==> src/rtl/pdf_pkg.sv <==
// Shared types and constants for the protobuf data field parser.
// Used by pdf_varint, pdf_parser and protobuf_data_field_parser; no dependencies.
package pdf_pkg;

	localparam int BYTE_W    = 8;
	localparam int ACC_W     = 35;
	localparam int PORT_W    = 32;
	localparam int LEN_OUT_W = 9;
	localparam int NB_W      = 4;

	localparam logic [6:0]      VARINT_BITS_MASK = 7'h7F;
	localparam int              CONT_BIT         = 7;
	localparam logic [2:0]      WT_MASK          = 3'h7;
	localparam logic [NB_W-1:0] VARINT_SLOTS     = 4'd5;  // bytes that still land in the accumulator
	localparam logic [NB_W-1:0] VARINT_LAST_IDX  = 4'd9;  // tenth byte must end the varint

	localparam logic [2:0] WT_VARINT = 3'd0;
	localparam logic [2:0] WT_I64    = 3'd1;
	localparam logic [2:0] WT_LEN    = 3'd2;
	localparam logic [2:0] WT_I32    = 3'd5;

	localparam logic [PORT_W-1:0] FIELD_PORT    = 32'd1;
	localparam logic [PORT_W-1:0] FIELD_PAYLOAD = 32'd2;

	localparam int SKIP_I64 = 8;
	localparam int SKIP_I32 = 4;

	typedef enum logic [2:0] {
		PH_KEY      = 3'd0,
		PH_PORT     = 3'd1,
		PH_PLEN     = 3'd2,
		PH_PAYLOAD  = 3'd3,
		PH_SKIPVAR  = 3'd4,
		PH_SKIPLEN  = 3'd5,
		PH_SKIPBYTE = 3'd6,
		PH_HALT     = 3'd7
	} pdf_phase_t;

	typedef struct packed {
		logic             done;
		logic             fail;
		logic [ACC_W-1:0] accum;
		logic [NB_W-1:0]  nbytes;
	} pdf_varint_t;

	typedef struct packed {
		logic                 payload_valid;
		logic [BYTE_W-1:0]    payload_value;
		logic                 payload_clear;
		logic                 message_done;
		logic                 message_ok;
		logic [PORT_W-1:0]    port_number;
		logic [LEN_OUT_W-1:0] payload_length;
	} pdf_result_t;

endpackage

==> src/rtl/pdf_varint.sv <==
// One step of varint decoding: folds a byte into the 35-bit accumulator.
// Depends on pdf_pkg.
module pdf_varint import pdf_pkg::*; (
	input  logic [BYTE_W-1:0] data_byte,
	input  logic [ACC_W-1:0]  accum,
	input  logic [NB_W-1:0]   nbytes,
	input  logic              sat,
	output pdf_varint_t       vi
);

	logic [6:0]       bits;
	logic [ACC_W-1:0] shifted;

	assign bits = data_byte[6:0] & VARINT_BITS_MASK;

	always_comb begin
		case (nbytes[2:0])
			3'd0:    shifted = {28'd0, bits};
			3'd1:    shifted = {21'd0, bits, 7'd0};
			3'd2:    shifted = {14'd0, bits, 14'd0};
			3'd3:    shifted = {7'd0, bits, 21'd0};
			default: shifted = {bits, 28'd0};
		endcase
	end

	always_comb begin
		vi.accum = accum;
		if (nbytes < VARINT_SLOTS) begin
			vi.accum = accum | shifted;
		end else if (bits != 7'd0 && sat) begin
			vi.accum = '1;  // length too wide: saturate
		end
		vi.done   = !data_byte[CONT_BIT];
		vi.fail   = data_byte[CONT_BIT] && (nbytes >= VARINT_LAST_IDX);
		vi.nbytes = (vi.done || vi.fail) ? '0 : nbytes + 4'd1;
	end

endmodule

==> src/rtl/pdf_parser.sv <==
// Parse state and per-byte decode: key, port, payload length, payload and skip phases.
// Depends on pdf_pkg and pdf_varint.
module pdf_parser import pdf_pkg::*; #(
	parameter int MAX_MESSAGE_BYTES = 256
) (
	input  logic              clk,
	input  logic              arst_n,
	input  logic              step,
	input  logic [BYTE_W-1:0] data_byte,
	input  logic              last_byte,
	output pdf_result_t       res
);

	localparam int LEN_W = $clog2(MAX_MESSAGE_BYTES + 1);

	pdf_phase_t        phase_q, phase_nx, phase_d;
	logic [ACC_W-1:0]  accum_q, accum_d;
	logic [NB_W-1:0]   nbytes_q, nbytes_d;
	logic [LEN_W-1:0]  skip_q, skip_d;
	logic [PORT_W-1:0] port_q, port_d;
	logic [LEN_W-1:0]  len_q, len_d;

	pdf_varint_t       vi;
	logic              sat;
	logic [PORT_W-1:0] fnum;
	logic [2:0]        wt;
	logic [LEN_W-1:0]  n_sat;
	logic              ok;

	assign sat = (phase_q == PH_PLEN) || (phase_q == PH_SKIPLEN);

	pdf_varint u_varint (
		.data_byte (data_byte),
		.accum     (accum_q),
		.nbytes    (nbytes_q),
		.sat       (sat),
		.vi        (vi)
	);

	assign fnum  = vi.accum[ACC_W-1:3];
	assign wt    = vi.accum[2:0] & WT_MASK;
	assign n_sat = (vi.accum > ACC_W'(MAX_MESSAGE_BYTES)) ?
		LEN_W'(MAX_MESSAGE_BYTES) : LEN_W'(vi.accum);

	// next phase, before the end-of-message reset
	always_comb begin
		phase_nx = phase_q;
		case (phase_q)
			PH_KEY: begin
				if (vi.fail) begin
					phase_nx = PH_HALT;
				end else if (vi.done) begin
					if (fnum == FIELD_PORT && wt == WT_VARINT) begin
						phase_nx = PH_PORT;
					end else if (fnum == FIELD_PAYLOAD && wt == WT_LEN) begin
						phase_nx = PH_PLEN;
					end else begin
						case (wt)
							WT_VARINT: phase_nx = PH_SKIPVAR;
							WT_I64:    phase_nx = PH_SKIPBYTE;
							WT_LEN:    phase_nx = PH_SKIPLEN;
							WT_I32:    phase_nx = PH_SKIPBYTE;
							default:   phase_nx = PH_HALT;
						endcase
					end
				end
			end
			PH_PORT, PH_SKIPVAR: begin
				if (vi.fail) begin
					phase_nx = PH_HALT;
				end else if (vi.done) begin
					phase_nx = PH_KEY;
				end
			end
			PH_PLEN: begin
				if (vi.fail) begin
					phase_nx = PH_HALT;
				end else if (vi.done) begin
					phase_nx = (n_sat == '0) ? PH_KEY : PH_PAYLOAD;
				end
			end
			PH_SKIPLEN: begin
				if (vi.fail) begin
					phase_nx = PH_HALT;
				end else if (vi.done) begin
					phase_nx = (n_sat == '0) ? PH_KEY : PH_SKIPBYTE;
				end
			end
			PH_PAYLOAD, PH_SKIPBYTE: begin
				if (skip_q == LEN_W'(1)) begin
					phase_nx = PH_KEY;
				end
			end
			default: phase_nx = phase_q;
		endcase
	end

	// HALT is the only error phase, so a clean end is "back at a key boundary"
	assign ok      = (phase_nx == PH_KEY) && (nbytes_d == '0);
	assign phase_d = last_byte ? PH_KEY : phase_nx;

	// datapath and result
	always_comb begin
		accum_d  = accum_q;
		nbytes_d = nbytes_q;
		skip_d   = skip_q;
		port_d   = port_q;
		len_d    = len_q;
		res      = '0;
		case (phase_q)
			PH_KEY, PH_PORT, PH_PLEN, PH_SKIPVAR, PH_SKIPLEN: begin
				accum_d  = (vi.done || vi.fail) ? '0 : vi.accum;
				nbytes_d = vi.nbytes;
				if (vi.fail) begin
					skip_d = '0;
				end else if (vi.done) begin
					case (phase_q)
						PH_KEY: begin
							if (!(fnum == FIELD_PORT && wt == WT_VARINT) &&
							    !(fnum == FIELD_PAYLOAD && wt == WT_LEN)) begin
								if (wt == WT_I64) begin
									skip_d = LEN_W'(SKIP_I64);
								end else if (wt == WT_I32) begin
									skip_d = LEN_W'(SKIP_I32);
								end
							end
						end
						PH_PORT: port_d = vi.accum[PORT_W-1:0];
						PH_PLEN: begin
							len_d             = n_sat;
							skip_d            = n_sat;
							res.payload_clear = 1'b1;
						end
						PH_SKIPLEN: skip_d = n_sat;
						default: skip_d = skip_q;
					endcase
				end
			end
			PH_PAYLOAD: begin
				res.payload_valid = 1'b1;
				res.payload_value = data_byte;
				skip_d            = skip_q - LEN_W'(1);
			end
			PH_SKIPBYTE: skip_d = skip_q - LEN_W'(1);
			default: skip_d = skip_q;
		endcase
		res.message_done   = last_byte;
		res.message_ok     = last_byte && ok;
		res.port_number    = port_d;
		res.payload_length = LEN_OUT_W'(len_d);
		if (last_byte && !ok) begin
			res.port_number    = '0;
			res.payload_length = '0;
		end
	end

	always_ff @(posedge clk or negedge arst_n) begin
		if (!arst_n) begin
			phase_q  <= PH_KEY;
			accum_q  <= '0;
			nbytes_q <= '0;
			skip_q   <= '0;
			port_q   <= '0;
			len_q    <= '0;
		end else if (step) begin
			phase_q <= phase_d;
			if (last_byte) begin
				accum_q  <= '0;
				nbytes_q <= '0;
				skip_q   <= '0;
				port_q   <= '0;
				len_q    <= '0;
			end else begin
				accum_q  <= accum_d;
				nbytes_q <= nbytes_d;
				skip_q   <= skip_d;
				port_q   <= port_d;
				len_q    <= len_d;
			end
		end
	end

	a_end_resets: assert property (@(posedge clk) disable iff (!arst_n)
		step && last_byte |=> phase_q == PH_KEY && nbytes_q == '0 && port_q == '0)
		else $error("state not cleared after message end");

	a_count_live: assert property (@(posedge clk) disable iff (!arst_n)
		(phase_q == PH_PAYLOAD || phase_q == PH_SKIPBYTE) |-> skip_q != '0)
		else $error("byte phase entered with zero count");

	a_nbytes_phase: assert property (@(posedge clk) disable iff (!arst_n)
		nbytes_q != '0 |-> (phase_q == PH_KEY || phase_q == PH_PORT ||
			phase_q == PH_PLEN || phase_q == PH_SKIPVAR || phase_q == PH_SKIPLEN))
		else $error("varint byte count left over outside a varint phase");

	a_valid_clear_excl: assert property (@(posedge clk) disable iff (!arst_n)
		!(res.payload_valid && res.payload_clear))
		else $error("payload byte and payload clear on the same word");

endmodule

==> src/rtl/protobuf_data_field_parser.sv <==
// Top level of the protobuf data field parser: input register, parse core, result register.
// Depends on pdf_pkg and pdf_parser (which uses pdf_varint).
//
// Streams a decoded message in one byte per word (tlast on the final byte) and decodes
// protobuf wire format for a message with field 1 (varint, port number, low 32 bits kept)
// and field 2 (length-delimited payload). Each input word yields exactly one output word,
// in order. Payload bytes come out flagged in tuser[0]; tuser[1] marks the word that
// starts a new payload field, which replaces any earlier payload. Unknown fields of wire
// types 0, 1, 2 and 5 are skipped; wire types 3, 4, 6, 7, a varint over ten bytes, or a
// field cut off by tlast make the message fail, after which the rest of the message is
// ignored. Lengths saturate at MAX_MESSAGE_BYTES. On the tlast word the output carries
// message_ok, the port number and the last payload length (both zero on failure), and
// all parse state returns to its reset values for the next message.
// Throughput is one byte per clock with no gaps while m_axis_tready stays high: every byte
// is decoded by combinational compare and shift logic against the parse state registers.
// Each byte passes through the input register and then the result register; backpressure
// from the output propagates combinationally to s_axis_tready.
module protobuf_data_field_parser import pdf_pkg::*; #(
	parameter int MAX_MESSAGE_BYTES = 256
) (
	input  logic        clk,
	input  logic        arst_n,
	input  logic        s_axis_tvalid,
	output logic        s_axis_tready,
	input  logic [7:0]  s_axis_tdata,   // [7:0] data_byte
	input  logic        s_axis_tlast,   // last_byte
	output logic        m_axis_tvalid,
	input  logic        m_axis_tready,
	output logic [55:0] m_axis_tdata,   // [7:0] payload_value, [8] message_ok,
	                                    // [40:9] port_number, [49:41] payload_length, zero pad
	output logic [1:0]  m_axis_tuser,   // [0] payload_valid, [1] payload_clear
	output logic        m_axis_tlast    // message_done
);

	// input register
	logic              valid_s1;
	logic [BYTE_W-1:0] byte_s1;
	logic              last_s1;

	// result register
	logic              valid_s2;
	pdf_result_t       res_s2;

	pdf_result_t       res;
	logic              advance;

	// a word moves into the result register whenever that slot is free or draining
	assign advance       = valid_s1 && (!valid_s2 || m_axis_tready);
	assign s_axis_tready = !valid_s1 || advance;

	always_ff @(posedge clk or negedge arst_n) begin
		if (!arst_n) begin
			valid_s1 <= 1'b0;
		end else if (s_axis_tready) begin
			valid_s1 <= s_axis_tvalid;
		end
	end

	always_ff @(posedge clk) begin
		if (s_axis_tready && s_axis_tvalid) begin
			byte_s1 <= s_axis_tdata;
			last_s1 <= s_axis_tlast;
		end
	end

	pdf_parser #(
		.MAX_MESSAGE_BYTES (MAX_MESSAGE_BYTES)
	) u_parser (
		.clk       (clk),
		.arst_n    (arst_n),
		.step      (advance),
		.data_byte (byte_s1),
		.last_byte (last_s1),
		.res       (res)
	);

	always_ff @(posedge clk or negedge arst_n) begin
		if (!arst_n) begin
			valid_s2 <= 1'b0;
		end else if (advance) begin
			valid_s2 <= 1'b1;
		end else if (m_axis_tready) begin
			valid_s2 <= 1'b0;
		end
	end

	always_ff @(posedge clk) begin
		if (advance) begin
			res_s2 <= res;
		end
	end

	assign m_axis_tvalid = valid_s2;
	assign m_axis_tdata  = {6'd0, res_s2.payload_length, res_s2.port_number,
		res_s2.message_ok, res_s2.payload_value};
	assign m_axis_tuser  = {res_s2.payload_clear, res_s2.payload_valid};
	assign m_axis_tlast  = res_s2.message_done;

endmodule

==> config.mk <==
export PLATFORM = sky130hd
export DESIGN_NAME = protobuf_data_field_parser
export DESIGN_NICKNAME = d
export VERILOG_FILES = /design/src/rtl/pdf_pkg.sv /design/src/rtl/pdf_varint.sv /design/src/rtl/pdf_parser.sv /design/src/rtl/protobuf_data_field_parser.sv
export SDC_FILE = /design/constraint.sdc
export NUM_CORES = 1
export LEC_CHECK = 0
export ABC_AREA = 1
export ABC_CLOCK_PERIOD_IN_PS = 3250
export BUFFER_PORTS_ARGS = -buffer_cell sky130_fd_sc_hd__buf_2
export CORE_MARGIN = 2
export CORE_UTILIZATION = 45
export DETAILED_ROUTE_END_ITERATION = 10
export HOLD_SLACK_MARGIN = 0.08
export RECOVER_POWER = 25
export SYNTH_ARGS = -nofsm -noshare
export SYNTH_HDL_FRONTEND = slang
export SYNTH_SLANG_ARGS = --single-unit
==> constraint.sdc <==
create_clock -name clk -period 3.25 [get_ports clk]
set_clock_uncertainty 0.05 [all_clocks]
set_input_delay 0.1625 -clock clk [delete_from_list [all_inputs] [get_ports clk]]
set_output_delay 0.1625 -clock clk [all_outputs]
set_load 0.02 [all_outputs]
# [After elaboration in Yosys (flattened, before gate mapping)]
# Index checks and enable logic that the tools add are counted.
[totals] out_inout_bits=61 reg_bits=156 inputBits=13 elab_cells=129
[classes] n_bitwise=2 n_reduce_logical=38 eq_ne=19 magnitude_cmp=3 add_sub_neg=2 mux=48
[op_table] op="$mux 35" n=5
[op_table] op="$mux 32" n=5
[op_table] op="$pmux 35 s4" n=1
[op_table] op="$mux 9" n=13
[op_table] op="$mux 3" n=13
[op_table] op="$pmux 9 s2" n=2
[op_table] op="$gt 35x9->1 const B" n=1
[op_table] op="$or 35x35->35" n=1
[op_table] op="$eq 32x1->1 const B" n=1
[op_table] op="$eq 32x2->1 const B" n=1
[op_table] op="$eq 3x2->1 const B" n=5
[op_table] op="$pmux 3 s5" n=1
[op_table] op="$eq 3x3->1 const B" n=4
[op_table] op="$logic_not 3->1" n=4
[op_table] op="$mux 4" n=3
[op_table] op="$logic_and 1x1->1" n=10
[op_table] op="$ne 5x3->1 const B" n=2
[op_table] op="$eq 3x1->1 const B" n=3
[op_table] op="$eq 9x1->1 const B" n=1
[op_table] op="$logic_not 9->1" n=1
[op_table] op="$sub 9x1->9 const B" n=1
[op_table] op="$reduce_or 2->1" n=4
[op_table] op="$reduce_bool 7->1" n=1
[op_table] op="$logic_not 1->1" n=6
[op_table] op="17 further kinds" n=23

# [Logic depth before layout (Yosys ltp)]
[depth] depth_word=17 depth_mapped=24 ltp_nobuf=23

# [Cells and area by module]
# A second synthesis with hierarchy kept.
[unflattened] hier_cells=993 hier_area_um2=8175.3
[modules_own_cells] module="pdf_parser" n_inst=1 seq_area_each_um2=2302.2 cells_per_inst=749 area_each_um2=5397.7
[modules_own_cells] module="protobuf_data_field_parser" n_inst=1 seq_area_each_um2=1911.8 cells_per_inst=81 area_each_um2=2005.7
[modules_own_cells] module="pdf_varint" n_inst=1 seq_area_each_um2=0.0 cells_per_inst=163 area_each_um2=772.0

# [Least setup slack after synthesis]
# Ideal clock, no wire load.
[synth_path] kind="reg-to-reg" start="register valid_s2 (netlist: m_axis_tvalid)" end="register res_s2, in the netlist m_axis_tdata[0], enable pin" arrival_time_ns=2.614 n_path_buf=2 period_less_slack_ns=3.102 required_time_ns=2.762 setup_slack_ns=0.148 setup_ns=0.438 stages_incl_launch_ff=6 cell_sequence="dfrtp_1 nand2_1 nand2_1 clkbuf_1 inv_1 clkbuf_1"
[synth_via] elab_chain_len=3
[synth_rtl] element="start, declared" line_no="protobuf_data_field_parser.sv:41" rtl="logic valid_s2;"
[synth_rtl] element="start signal, assigned" line_no="protobuf_data_field_parser.sv:79" rtl="valid_s2 <= 1'b0;"
[synth_rtl] element="start signal, assigned" line_no="protobuf_data_field_parser.sv:81" rtl="valid_s2 <= 1'b1;"
[synth_rtl] element="start signal, assigned" line_no="protobuf_data_field_parser.sv:83" rtl="valid_s2 <= 1'b0;"
[synth_rtl] element="$logic_not 1->1" line_no="protobuf_data_field_parser.sv:48" rtl="assign advance = valid_s1 && (!valid_s2 || m_axis_tready);"
[synth_rtl] element="$logic_or 1x1->1" line_no="protobuf_data_field_parser.sv:48"
[synth_rtl] element="$logic_and 1x1->1" line_no="protobuf_data_field_parser.sv:48"
[synth_rtl] element="net advance" line_no="protobuf_data_field_parser.sv:45" rtl="logic advance;"
[synth_rtl] element="end signal, assigned" line_no="protobuf_data_field_parser.sv:89" rtl="res_s2 <= res;"
[synth_rtl] element="end, declared" line_no="protobuf_data_field_parser.sv:42" rtl="pdf_result_t res_s2;"
# The timed path passes the listed nets, and every way through them passes these cells.
# A chain may end at the register's enable or synchronous reset.

# [Worst setup path in the final report]
[layout_path] start="register u_parser.nbytes_q[0]" end="register res_s2, in the netlist m_axis_tdata[12] (data pin)"
[layout_via] elab_chain_len=16 elab_cells_between_ends=48 classes_between="add/sub (1); order compare (3); eq/ne (8); mux (22); bitwise (1); reduce/logical (13)"
[layout_rtl] element="start, declared" line_no="pdf_parser.sv:18" rtl="logic [NB_W-1:0] nbytes_q, nbytes_d;"
[layout_rtl] element="start signal, assigned" line_no="pdf_parser.sv:175" rtl="nbytes_q <= nbytes_d;"
[layout_rtl] element="parallel branches: the longest is 16 deep, another holds $gt 35x9->1"
# Several ways; the timed one is not identified.

==> results by group <==
Timing
  – Peak Freq: 0.312 GHz
  – Post-route minimum period: roughly 3.2 ns
  – Final Slew Violations: 44
  – Relative slew slack: -73.2%
  – Fin. Hold Viols: 0
  – Setup violators final: 0
  – Crit share post-route: between 90% and 100%
  – Worst Max-Slew Pin Slew: roughly 2.6 ns
  – Sum Neg Setup Slack: 0 ns

Cells and area
  – Ant diodes: 0
  – Fill cells: 1622
  – Register area: 4210 µm²
  – Multi-input gate area: ~3400 µm²
  – Share of cells above drive strength 1: 24.6%
  – Syn-to-layout area delta: 24.6%
  – Final net count: between 1k and 1.5k
  – Post-layout util: between 50% and 60%

Yosys
  – Post-synthesis sequential area ratio: 52.0%
  – Largest family of logic cells by synthesized area: simple AND/OR/NAND/NOR gates
  – Synth top area share: slightly below 30%
  – Synth Register Bits: between 150 and 200
  – Syn Inst Count: between 900 and 1k
  – Synthesized-area fraction occupied by and/or/nand/nor cells: a little over a fifth
  – Multiplexer area fraction after synthesis: 0%
  – Post-Syn Area: 8110 µm²
  – FFs w/ async S/R, synth: between 60 and 70%
  – Post-synth EDFFs: 62
  – Yosys warning total: 0
  – Synth Area in XOR/XNOR: 0.108%
  – Syn_area_per_cell: 8.56 µm²
  – Largest area contributor in the netlist: dfrtp_1
  – Adder-Cell Fraction of Synth Area: 1.08%
  – Synth area leaders: dfrtp_1 (29%), edfxtp_1 (23%), nand2_1 (9.6%), o21ai_0 (5.7%), inv_1 (5.6%)
  – Top FF cell, synth: dfrtp_1
  – Yosys cell types: 47
  – Synth Area in Compound Gates: between 15 and 20%

Pwr
  – Psw: around 3500 µW
  – Cell-internal power: 5080 µW
  – Part of the power in registers: between 30% and 40%
  – Clock power frac: about a quarter
  – Worst vdd rail ir drop: between 0.5 and 0.6 mV
  – Pwr dens: around 850 nW/µm²
  – Static Leakage: ~0.0047 µW
  – Net Sw Frac: roughly two fifths
  – Logic pwr share: a little under half

Worst setup path
  – Cell repeated most along the worst path: nand2_1
  – Critical path launch point type: register
  – Worst path arrival time: between 3 and 4 ns
  – Crit path cell chain: ha_2 > ha_4 > inv_2 > nand2_1 > nor2_1 > buf_4 > nand2_1 > nand2_1 > nor2_4 > nand2_1 > nor2_1 > nand2_1 > nor2_4 > nand3_2 > nand3_1 > nand2_1 > nand2_1 > nand3_1 > nor2_4 > nand2_8 > clkbuf_16 > a21oi_2
  – WP data required: between 3 and 4 ns
  – CP Capture Type: register
  – Worst path slowest cell: dfrtp_1
  – WS Path Type: reg -> reg
  – Crit path max-delay family: simple AND/OR/NAND/NOR gates
  – Slowest stage delay, CP: approximately 0.43 ns
  – WP buf/inv: 3
  – Critical Path Fanout Max: 7

Route
  – Initial DRC Count: ~580
  – Initial DRT Pass Iterations: 5
  – Remaining antenna violation count: 0
  – Wire per inst: 17.0 µm
  – Vias per cell: 5.29
  – WL final: approximately 22000 µm
  – Vias: approximately 6.9k
  – DRC: 0

Placed design
  – Post-detail-place hpwl: between 10000 and 15000 µm
  – IO Port Bufs: 67
  – Routability cong.: roughly 0.94

Clocking
  – CTS H-tree lvls: 4
  – CTS max path bufs: 2
  – Skew-Pair Late Insertion Delay: approximately 0.43 ns
  – CTS Buf Count: 17
  – Clock sink total: approximately 160
  – Clock-pin slew on the worst setup and hold paths: about 0.06 ns
  – Root Driver: clkbuf_16
  – CTS tree: yes

Run status
  – Status: complete, but fails checks
  – Failing checks: capacitance limit, slew limit

Floorplanning
  – Die area: approximately 19000 µm²
  – Core Region: 17800 µm²
  – Initial core utilization: 45.5%
  – Die Y: between 100 and 150 µm
  – Cell Rows: ~50
  – Die X-Extent: roughly 140 µm
  – IO Pins: 74

GRT
  – Largest net degree at the start of global routing: 52
  – Vias in the first global route: 6569
  – Total Routing Usage GR: around 23%
  – First-pass GRT wire length: approximately 35000 µm
  – Remaining global-route overflow: 0
  – Initial antenna violation count: 0

Run
  – Max_cap viols: 1

Worst hold path
  – Hold/Removal Path Class: in -> reg
## registers in the layout, indices dropped and copies added (netlist names)
register and flops:
u_parser.nbytes_q 4, m_axis_tdata 50, u_parser.accum_q 35, m_axis_tuser 2, u_parser.skip_q 9, u_parser.len_q 9, u_parser.phase_q 3, byte_s1 8
m_axis_tvalid 1, valid_s1 1, m_axis_tlast 1, u_parser.port_q 32, last_s1 1
## synthesized netlist by cell type, types with 7 or more instances
cell type / instances
nand2_1: 208
inv_1: 121
dfrtp_1: 94
o21ai_0: 92
nor2_1: 78
edfxtp_1: 62
nand3_1: 51
o22ai_1: 42
a21oi_2: 39
clkbuf_1: 32
a21oi_1: 19
nand4_1: 18
nor2_2: 8
ha_1: 7
inv_2: 7
nand2_2: 7
nor3_1: 7
## cell usage in the layout, fill, tap and decap left out, drive strengths merged, types with 14 or more instances in the layout
master / n
dfrtp: 94
dlygate4sd3: 14
edfxtp: 62
inv: 131
nand4: 18
clkbuf: 35
nand3: 56
nand2: 217
nor2: 91
o21ai: 96
a21oi: 58
buf: 115
o22ai: 42
## worst reg2reg max path, delay by kind of cell, from the launching register on
kind            cells  cell delay (ns)
compound gates      1             0.13
fa+ha+maj           2             0.42
buf+inv             3             0.41
flops               1             0.43
simple gates       16             1.65
## path summary, 6_finish.rpt
check | startpoint | endpoint | slack [ns] | depth (start not counted)
setup / recovery | u_parser.nbytes_q[0] | m_axis_tdata[12] | 0.05 | 22
hold / removal | s_axis_tdata[4] | byte_s1[4] | 0.40 | 2
setup reg to reg | u_parser.nbytes_q[0] | m_axis_tdata[12] | 0.05 | 22
hold reg to reg | u_parser.port_q[9] | u_parser.port_q[9] | 0.43 | 2
max in group asynchronous | arst_n | u_parser.nbytes_q[0] | 0.63 | 2
min in group asynchronous | arst_n | u_parser.phase_q[2] | 1.03 | 2
## area by class of cell
class	instances	area share [%]
timing repair buffer	144	10.4
tap	229	2.84
inverter	131	4.89
clock buffer	20	4.52
sequential	156	41.7
multi-input combinational	621	34.1
clock inverter	12	1.57
## cell families after synthesis
group | after synthesis
compound gates | 211
buf+inv | 177
simple gates | 395
xor+xnor | 1
flops | 156
other cells | 1
fa+ha+maj | 7
## stage by stage
step | hold slack, ns | instance area, µm² | total power [µW] | setup WS (ns) | std cells
finish | 0.401 | 10100 | 8630 | 0.0492 | 1313
global route | 0.395 | 10100 | 9120 | -0.0934 | 1313
CTS | 0.247 | 9680 | 8060 | 0.0365 | 1294
detailed placement | 0.167 | 8920 | 5930 | -0.0111 | 1248
global placement | 0.172 | 8920 | 5910 | 0.0703 | 1248
floorplan | -0.183 | 8130 | 4920 | 0.148 | 953
## layer usage
layer / vias to the layer above / wire [µm] / global-route usage [%]
met1: 3295 / 10200 / 33.4
met3: 32 / 1240 / 3.64
li1: 3389 / - / -
met4: 0 / 376 / 8.43
met5: - / 0 / 0
met2: 227 / 10400 / 33.8
## power groups by stage
stage	clock network [µW]	registers, µW	logic [µW]
5_1_grt	2200	2670	4250
2_1_floorplan	0	2790	2130
4_1_cts	2130	2620	3310
3_3_place_gp	0	2650	3260
6_report	2100	2630	3900
3_5_place_dp	0	2650	3280
## repair_timing
action                                 in CTS  in global routing
hold buffers                               14                  0
setup endpoints to repair                   4                 58
resized for setup                           1                 57
setup buffers                               0                 14
endpoints found under the hold margin      54                  0
cloned                                      0                  5
pin swaps                                   0                 14
(Power assumes the default switching activity.)
